===== src/design/bekq_pkg.sv =====
package bekq_pkg;

  localparam int TimeW          = 32;
  localparam int StepsPerDetent = 4;
  localparam int CountW         = $clog2(StepsPerDetent) + 2;
  localparam int KeyW           = 3;
  localparam int LockW          = 16;

  localparam logic [LockW-1:0] LockoutReset = LockW'(80);

  typedef enum logic [KeyW-1:0] {
    KEY_NONE   = 3'd0,
    KEY_SELECT = 3'd1,
    KEY_BACK   = 3'd2,
    KEY_UP     = 3'd3,
    KEY_DOWN   = 3'd4
  } key_t;

  typedef struct packed {
    logic             select_n;
    logic             back_n;
    logic             left_n;
    logic             right_n;
    logic             phase_a;
    logic             phase_b;
    logic [TimeW-1:0] now_ms;
  } item_t;

  // Indexed by {previous A, previous B, current A, current B}.
  localparam logic signed [1:0] StepTable [16] = '{
     2'sd0, -2'sd1,  2'sd1,  2'sd0,
     2'sd1,  2'sd0,  2'sd0, -2'sd1,
    -2'sd1,  2'sd0,  2'sd0,  2'sd1,
     2'sd0,  2'sd1, -2'sd1,  2'sd0
  };

  function automatic logic signed [1:0] step_delta(input logic [1:0] prev,
                                                   input logic [1:0] cur);
    return StepTable[{prev, cur}];
  endfunction

endpackage


===== src/design/bekq_ifs.sv =====
interface bekq_item_if;
  logic                       valid;
  logic                       ready;
  logic                       select_n;
  logic                       back_n;
  logic                       left_n;
  logic                       right_n;
  logic                       phase_a;
  logic                       phase_b;
  logic [bekq_pkg::TimeW-1:0] now_ms;

  modport source (output valid, select_n, back_n, left_n, right_n, phase_a, phase_b,
                  now_ms, input ready);
  modport sink (input valid, select_n, back_n, left_n, right_n, phase_a, phase_b,
                now_ms, output ready);
endinterface

interface bekq_key_if;
  logic                      valid;
  logic                      ready;
  logic [bekq_pkg::KeyW-1:0] key_code;

  modport source (output valid, key_code, input ready);
  modport sink (input valid, key_code, output ready);
endinterface

interface bekq_cfg_if;
  logic                       valid;
  logic                       ready;
  logic [bekq_pkg::LockW-1:0] data;

  modport source (output valid, data, input ready);
  modport sink (input valid, data, output ready);
endinterface


===== src/design/bekq_in_stage.sv =====
module bekq_in_stage (
  input  logic            clk,
  input  logic            rst,
  bekq_item_if.sink       item_in,
  input  logic            take,
  output logic            fire,
  output bekq_pkg::item_t item
);
  import bekq_pkg::*;

  logic held;

  assign item_in.ready = !held || take;
  assign fire          = held && take;

  always_ff @(posedge clk) begin
    if (rst) begin
      held <= 1'b0;
    end else if (item_in.valid && item_in.ready) begin
      held <= 1'b1;
    end else if (take) begin
      held <= 1'b0;
    end
  end

  always_ff @(posedge clk) begin
    if (item_in.valid && item_in.ready) begin
      item.select_n <= item_in.select_n;
      item.back_n   <= item_in.back_n;
      item.left_n   <= item_in.left_n;
      item.right_n  <= item_in.right_n;
      item.phase_a  <= item_in.phase_a;
      item.phase_b  <= item_in.phase_b;
      item.now_ms   <= item_in.now_ms;
    end
  end

endmodule


===== src/design/bekq_decode.sv =====
module bekq_decode (
  input  logic                       clk,
  input  logic                       rst,
  input  logic                       fire,
  input  bekq_pkg::item_t            item,
  input  logic [bekq_pkg::LockW-1:0] lockout_ms,
  output bekq_pkg::key_t             key
);
  import bekq_pkg::*;

  localparam logic signed [CountW-1:0] CountMax = CountW'(StepsPerDetent);
  localparam logic signed [CountW-1:0] CountMin = -CountMax;

  logic                     phases_seen, phases_seen_next;
  logic [1:0]               prev_phases, prev_phases_next;
  logic signed [CountW-1:0] step_count, step_count_next;
  logic [TimeW-1:0]         back_allowed_at, back_allowed_at_next;

  logic [1:0]               phases;
  logic [TimeW-1:0]         since;
  logic                     back_open;
  logic signed [CountW-1:0] stepped;

  assign phases    = {item.phase_a, item.phase_b};
  assign since     = item.now_ms - back_allowed_at;
  assign back_open = !since[TimeW-1];
  assign stepped   = step_count + CountW'(step_delta(prev_phases, phases));

  always_comb begin
    phases_seen_next     = phases_seen;
    prev_phases_next     = prev_phases;
    step_count_next      = step_count;
    back_allowed_at_next = back_allowed_at;
    key                  = KEY_NONE;
    if (!item.select_n) begin
      back_allowed_at_next = item.now_ms + TimeW'(lockout_ms);
      key                  = KEY_SELECT;
    end else if (back_open && !item.back_n) begin
      key = KEY_BACK;
    end else if (!item.left_n) begin
      key = KEY_UP;
    end else if (!item.right_n) begin
      key = KEY_DOWN;
    end else if (!phases_seen) begin
      // first sample only primes the previous phases
      phases_seen_next = 1'b1;
      prev_phases_next = phases;
    end else if (phases != prev_phases) begin
      prev_phases_next = phases;
      if (stepped >= CountMax) begin
        step_count_next = '0;
        key             = KEY_DOWN;
      end else if (stepped <= CountMin) begin
        step_count_next = '0;
        key             = KEY_UP;
      end else begin
        step_count_next = stepped;
      end
    end
  end

  always_ff @(posedge clk) begin
    if (rst) begin
      phases_seen     <= 1'b0;
      prev_phases     <= '0;
      step_count      <= '0;
      back_allowed_at <= '0;
    end else if (fire) begin
      phases_seen     <= phases_seen_next;
      prev_phases     <= prev_phases_next;
      step_count      <= step_count_next;
      back_allowed_at <= back_allowed_at_next;
    end
  end

  a_count_range: assert property (@(posedge clk) disable iff (rst)
    (step_count > CountMin) && (step_count < CountMax))
    else $error("step count left its detent range");

  a_lockout_arm: assert property (@(posedge clk) disable iff (rst)
    fire && !item.select_n |=>
      back_allowed_at == $past(item.now_ms + TimeW'(lockout_ms)))
    else $error("select did not arm the back lockout");

  a_back_gated: assert property (@(posedge clk) disable iff (rst)
    fire && key == KEY_BACK |-> !since[TimeW-1] && item.select_n)
    else $error("back reported during lockout");

  a_hold_idle: assert property (@(posedge clk) disable iff (rst)
    !fire |=> $stable(step_count) && $stable(prev_phases) && $stable(phases_seen))
    else $error("encoder state moved without an item");

endmodule


===== src/design/bekq_out_stage.sv =====
module bekq_out_stage (
  input  logic           clk,
  input  logic           rst,
  input  logic           fire,
  input  bekq_pkg::key_t key,
  output logic           take,
  bekq_key_if.source     key_out
);
  import bekq_pkg::*;

  assign take = !key_out.valid || key_out.ready;

  always_ff @(posedge clk) begin
    if (rst) begin
      key_out.valid <= 1'b0;
    end else if (fire) begin
      key_out.valid <= 1'b1;
    end else if (key_out.ready) begin
      key_out.valid <= 1'b0;
    end
  end

  always_ff @(posedge clk) begin
    if (fire) begin
      key_out.key_code <= KeyW'(key);
    end
  end

endmodule


===== src/design/button_and_encoder_key_qualifier_core.sv =====
// Key qualifier for four active-low buttons and an x4 quadrature encoder. One poll
// item gives exactly one key_code item (0 none, 1 select, 2 back, 3 up, 4 down). An
// item is registered on entry, decoded against the encoder and lockout state and
// lands in the output register. A new item is taken every cycle as long as the
// output is drained; the single state update per cycle in the decode stage sets
// that rate. Input ready follows the output side's ready combinationally. The
// lockout register resets to 80 ms and is written through the cfg channel, which is
// always ready.
module button_and_encoder_key_qualifier_core (
  input  logic        clk,
  input  logic        rst,
  bekq_item_if.sink   item_in,
  bekq_key_if.source  key_out,
  bekq_cfg_if.sink    cfg
);
  import bekq_pkg::*;

  logic             lockout_ms;
  logic [LockW-1:0] lockout;
  logic             take;
  logic             fire;
  item_t            item;
  key_t             key;

  assign cfg.ready  = 1'b1;
  assign lockout_ms = cfg.valid && cfg.ready;

  always_ff @(posedge clk) begin
    if (rst) begin
      lockout <= LockoutReset;
    end else if (lockout_ms) begin
      lockout <= cfg.data;
    end
  end

  bekq_in_stage u_in (
    .clk     (clk),
    .rst     (rst),
    .item_in (item_in),
    .take    (take),
    .fire    (fire),
    .item    (item)
  );

  bekq_decode u_decode (
    .clk        (clk),
    .rst        (rst),
    .fire       (fire),
    .item       (item),
    .lockout_ms (lockout),
    .key        (key)
  );

  bekq_out_stage u_out (
    .clk     (clk),
    .rst     (rst),
    .fire    (fire),
    .key     (key),
    .take    (take),
    .key_out (key_out)
  );

endmodule

===== src/flat_wrapper.sv =====
// flat-port wrapper written by rule: the top's interface ports become plain ports
module button_and_encoder_key_qualifier_core_flat import bekq_pkg::*;
  (clk, rst, item_in_valid, item_in_select_n, item_in_back_n, item_in_left_n, item_in_right_n, item_in_phase_a, item_in_phase_b, item_in_now_ms, item_in_ready, key_out_valid, key_out_key_code, key_out_ready, cfg_valid, cfg_data, cfg_ready);
  bekq_item_if item_in_i ();
  bekq_key_if key_out_i ();
  bekq_cfg_if cfg_i ();
  input  logic clk;
  input  logic rst;
  input wire logic [$bits(item_in_i.valid)-1:0] item_in_valid;
  input wire logic [$bits(item_in_i.select_n)-1:0] item_in_select_n;
  input wire logic [$bits(item_in_i.back_n)-1:0] item_in_back_n;
  input wire logic [$bits(item_in_i.left_n)-1:0] item_in_left_n;
  input wire logic [$bits(item_in_i.right_n)-1:0] item_in_right_n;
  input wire logic [$bits(item_in_i.phase_a)-1:0] item_in_phase_a;
  input wire logic [$bits(item_in_i.phase_b)-1:0] item_in_phase_b;
  input wire logic [$bits(item_in_i.now_ms)-1:0] item_in_now_ms;
  output wire logic [$bits(item_in_i.ready)-1:0] item_in_ready;
  output wire logic [$bits(key_out_i.valid)-1:0] key_out_valid;
  output wire logic [$bits(key_out_i.key_code)-1:0] key_out_key_code;
  input wire logic [$bits(key_out_i.ready)-1:0] key_out_ready;
  input wire logic [$bits(cfg_i.valid)-1:0] cfg_valid;
  input wire logic [$bits(cfg_i.data)-1:0] cfg_data;
  output wire logic [$bits(cfg_i.ready)-1:0] cfg_ready;
  assign item_in_i.valid = item_in_valid;
  assign item_in_i.select_n = item_in_select_n;
  assign item_in_i.back_n = item_in_back_n;
  assign item_in_i.left_n = item_in_left_n;
  assign item_in_i.right_n = item_in_right_n;
  assign item_in_i.phase_a = item_in_phase_a;
  assign item_in_i.phase_b = item_in_phase_b;
  assign item_in_i.now_ms = item_in_now_ms;
  assign item_in_ready = item_in_i.ready;
  assign key_out_valid = key_out_i.valid;
  assign key_out_key_code = key_out_i.key_code;
  assign key_out_i.ready = key_out_ready;
  assign cfg_i.valid = cfg_valid;
  assign cfg_i.data = cfg_data;
  assign cfg_ready = cfg_i.ready;
  button_and_encoder_key_qualifier_core u_core (.clk(clk), .rst(rst), .item_in(item_in_i), .key_out(key_out_i), .cfg(cfg_i));
endmodule

===== config.mk =====
export PLATFORM = sky130hd
export DESIGN_NAME = button_and_encoder_key_qualifier_core_flat
export DESIGN_NICKNAME = d
export VERILOG_FILES = /design/src/design/bekq_pkg.sv /design/src/design/bekq_ifs.sv /design/src/design/bekq_in_stage.sv /design/src/design/bekq_decode.sv /design/src/design/bekq_out_stage.sv /design/src/design/button_and_encoder_key_qualifier_core.sv /design/src/flat_wrapper.sv
export SDC_FILE = /design/constraint.sdc
export NUM_CORES = 1
export LEC_CHECK = 0
export CAP_MARGIN = 0
export CORE_MARGIN = 4
export CORE_UTILIZATION = 60
export CTS_BUF_LIST = sky130_fd_sc_hd__clkbuf_8
export CTS_CLUSTER_DIAMETER = 200
export DETAILED_ROUTE_END_ITERATION = 7
export DONT_BUFFER_PORTS = 1
export GPL_TIMING_DRIVEN = 0
export PLACE_DENSITY_LB_ADDON = 0.1
export SLEW_MARGIN = 20
export SYNTH_ARGS = -nofsm -noshare
export SYNTH_HDL_FRONTEND = slang
export SYNTH_SLANG_ARGS = --single-unit

===== constraint.sdc =====
create_clock -name clk -period 6.4 [get_ports clk]
set_input_delay 0.96 -clock clk [delete_from_list [all_inputs] [get_ports clk]]
set_output_delay 0.96 -clock clk [all_outputs]
set_load 0.05 [all_outputs]

==> impl_metrics.env <==
export IMPL_status="complete, no violations"
export IMPL_synth_most_common_cell="dfxtp_1"
export IMPL_ant_nets=0
export IMPL_synthTopCellsByArea="edfxtp_1 23%, dfxtp_1 21%, ha_1 12%"
export IMPL_yosys_warnings=0
export IMPL_htreeDepth=3
export IMPL_synthFlopType="dfxtp_1"
export IMPL_holdWs_ps=463.7
export IMPL_cts_tree="built"
export IMPL_first_pass_iters=4
export IMPL_drv_slew=0
export IMPL_cts_path_max_buffers=2
export IMPL_seq_power_share_pct=53.8
export IMPL_fin_crit_ps=3017
export IMPL_wl_um=11270
export IMPL_endpoint_kind="flip-flop"
export IMPL_worstMarginPinSlew_ps=659.7
export IMPL_io_buffer_count=0
export IMPL_synthesis_area_sq_mm=0.005416
export IMPL_via_count=3973
export IMPL_nets=677
export IMPL_synth_top_area_share_pct=22.73
export IMPL_grt_pass1_vias=4115
export IMPL_antenna_found_initial=0
export IMPL_synth_nets=665
export IMPL_setup_violations=0
export IMPL_via_per_inst=5.877
export IMPL_rrSetupSlack_ps=3380
export IMPL_ctsRootBufferMaster="clkbuf_8"
export IMPL_synthArstFlopShare_pct=0
export IMPL_synth_common_cells="57 x dfxtp_1, 53 x ha_1, 50 x nor2_1, 48 x inv_1, 41 x edfxtp_1"
export IMPL_placementRows=34
export IMPL_yosys_area_top_type="edfxtp_1"
export IMPL_die_w_um=103.0
export IMPL_start_util_pct=61.81
export IMPL_p_leak_nw=2.185
export IMPL_postCtsSetupBuffers=0
export IMPL_p_per_area_mw_per_mm2=229.8
export IMPL_hold_viol_final=0
export IMPL_yosysSeqAreaShare_pct=43.80
export IMPL_postCtsHoldBufs=0
export IMPL_synth_edf_count=41
export IMPL_relSlewSlack_pct=55.94
export IMPL_gp_congestion=0.9238
export IMPL_core_area_sq_mm=0.008763
export IMPL_die_h_um=103.0
export IMPL_multi_input_area_sq_mm=0.002783
export IMPL_min_period_over_period_pct=47.13
export IMPL_hpwl_um=8572
export IMPL_p_comb_share_pct=15.3
export IMPL_hp_start="u_core.u_decode.back_allowed_at[7]"
export IMPL_drt_initial_drc_count=163
export IMPL_area_growth_pct=6.722
export IMPL_setup_tns_ps=0
export IMPL_io_pins=65
export IMPL_cp_startpoint="u_core.u_in.item[0]"
export IMPL_reg2regPathDepth=11
export IMPL_drv_cap=0
export IMPL_critPathLaunchType="flip-flop"
export IMPL_cp_required_ps=6680
export IMPL_ir_drop_mv=0.1471
export IMPL_worstSetupPathType="flip-flop to flip-flop"
export IMPL_r2r_end="u_core.u_decode.back_allowed_at[30]"
export IMPL_critical_path_arrival_ps=3290
export IMPL_worstHoldPathType="flip-flop to flip-flop"
export IMPL_grt_use_total_pct=22.89
export IMPL_avgSynthCellArea_sq_um=9.830
export IMPL_switching_share_pct=28.17
export IMPL_seq_area_sq_mm=0.002372
export IMPL_grt_max_degree=22
export IMPL_syn_inst=551
export IMPL_num_antenna_cells=0
export IMPL_dieArea_sq_mm=0.01061
export IMPL_clk_pin_slew_ps=100
export IMPL_drc_errors=0
export IMPL_switching_power_w=0.0003741
export IMPL_cts_made_buffers=9
export IMPL_fin_skew_ps=14.86
export IMPL_crit_path_end="u_core.u_decode.back_allowed_at[30]"
export IMPL_gr_total_overflow=0
export IMPL_fmax_mhz=331.5
export IMPL_wl_per_cell_um=16.66
export IMPL_cts_sinks=98
export IMPL_intPower_w=0.0009540
export IMPL_rsz0062_at_grt="false"
export IMPL_cts_resized=0
export IMPL_fillers=725
export IMPL_synthDistinctLibCells=60
export IMPL_drive_above_1_share_pct=6.162
export IMPL_pwr_share_clk_pct=30.9
export IMPL_grt_pass1_wl_um=18860
export IMPL_clock_latency_ps=380
export IMPL_reg2reg_from="u_core.u_in.item[0]"
export IMPL_ys_ff_latch=98
export IMPL_critical_path_peak_fanout=10
-- power by group through the flow --
stage,registers [W],logic [W],clock network [W]
2_1_floorplan,0.000721,0.000159,0
3_3_place_gp,0.000729,0.000191,0
3_5_place_dp,0.000729,0.000202,0
4_1_cts,0.000715,0.000203,0.000417
5_1_grt,0.000720,0.000231,0.000442
6_report,0.000715,0.000203,0.000410
-- flip-flops by register name, summed over array words and instances (netlist names) --
signal                           cells
u_core.u_out.key_out.valid           1
u_core.u_decode.step_count           4
u_core.lockout                      16
u_core.u_decode.back_allowed_at     32
u_core.u_in.item                    38
u_core.u_decode.prev_phases          2
u_core.u_in.held                     1
u_core.u_decode.phases_seen          1
u_core.u_out.key_out.key_code        3
-- layer usage --
| layer | wire (um) | up-vias | part of all wire, % | GRT usage [%] |
|---|---|---|---|---|
| li1 | - | 1986 | - | - |
| met1 | 4991 | 1883 | 44 | 26.78 |
| met2 | 5678 | 85 | 50 | 41.69 |
| met3 | 352 | 19 | 3.1 | 4.736 |
| met4 | 242 | 0 | 2.1 | 7.371 |
| met5 | 0 | - | 0 | 0 |
-- worst min path at each step --
stage	end	slack (ps)	cells after the start
2_1_floorplan	u_core.u_decode.back_allowed_at[4]	430	2
3_3_place_gp	u_core.u_decode.back_allowed_at[6]	440	2
3_5_place_dp	u_core.u_decode.back_allowed_at[2]	450	2
4_1_cts	u_core.u_decode.back_allowed_at[13]	470	2
5_1_grt	u_core.u_decode.back_allowed_at[13]	490	2
6_report	u_core.u_decode.back_allowed_at[7]	460	2
-- layout make-up --
class / instances / area share (%)
tap: 108 / 2.338
timing repair buffer: 1 / 0.4762
sequential: 98 / 41.04
multi-input combinational: 385 / 48.14
clock inverter: 7 / 1.320
inverter: 48 / 3.117
buffer: 20 / 1.429
clock buffer: 9 / 2.143
-- per-stage QoR --
| stage | setup WS (ps) | total power, W | cell area, sq um | util (%) | instances |
|---|---|---|---|---|---|
| after CTS | 3394 | 0.001335 | 5781 | 65.96 | 676 |
| final | 3383 | 0.001328 | 5781 | 65.96 | 676 |
| after global routing | 3213 | 0.001392 | 5781 | 65.96 | 676 |
| after floorplan | 3614 | 0.0008804 | 5416 | - | 551 |
| after global placement | 3189 | 0.0009202 | 5552 | 63.35 | 659 |
| after detailed placement | 3412 | 0.0009307 | 5580 | 63.68 | 660 |
-- kinds of logic after synthesis --
family	share of synthesized area, %
compound gates	15.15
xor+xnor	5.013
fa+ha+maj	12.98
buf+inv	4.851
flops	43.80
mux	3.373
other cells	0.06923
simple gates	14.76
-- critical path: stages, from the launching register on --
cell	delay (ps)
edfxtp_1	370
ha_1	170
inv_1	50
fa_1	380
nand2b_1	220
a211oi_1	240
o31a_1	230
o21ai_2	100
a211o_1	340
buf_2	180
or3_1	350
a311oi_1	290
-- placed cells by master (no fill, tap or decap), types with 16 or more instances in the layout --
cell / n
a211oi_1: 17
a21oi_1: 35
clkbuf_1: 16
dfxtp_1: 57
edfxtp_1: 41
ha_1: 53
inv_1: 49
mux2i_1: 16
nand2_1: 40
nor2_1: 50
o21ai_0: 21
xnor2_1: 22
Note: power is estimated with default switching activity, not from simulation.
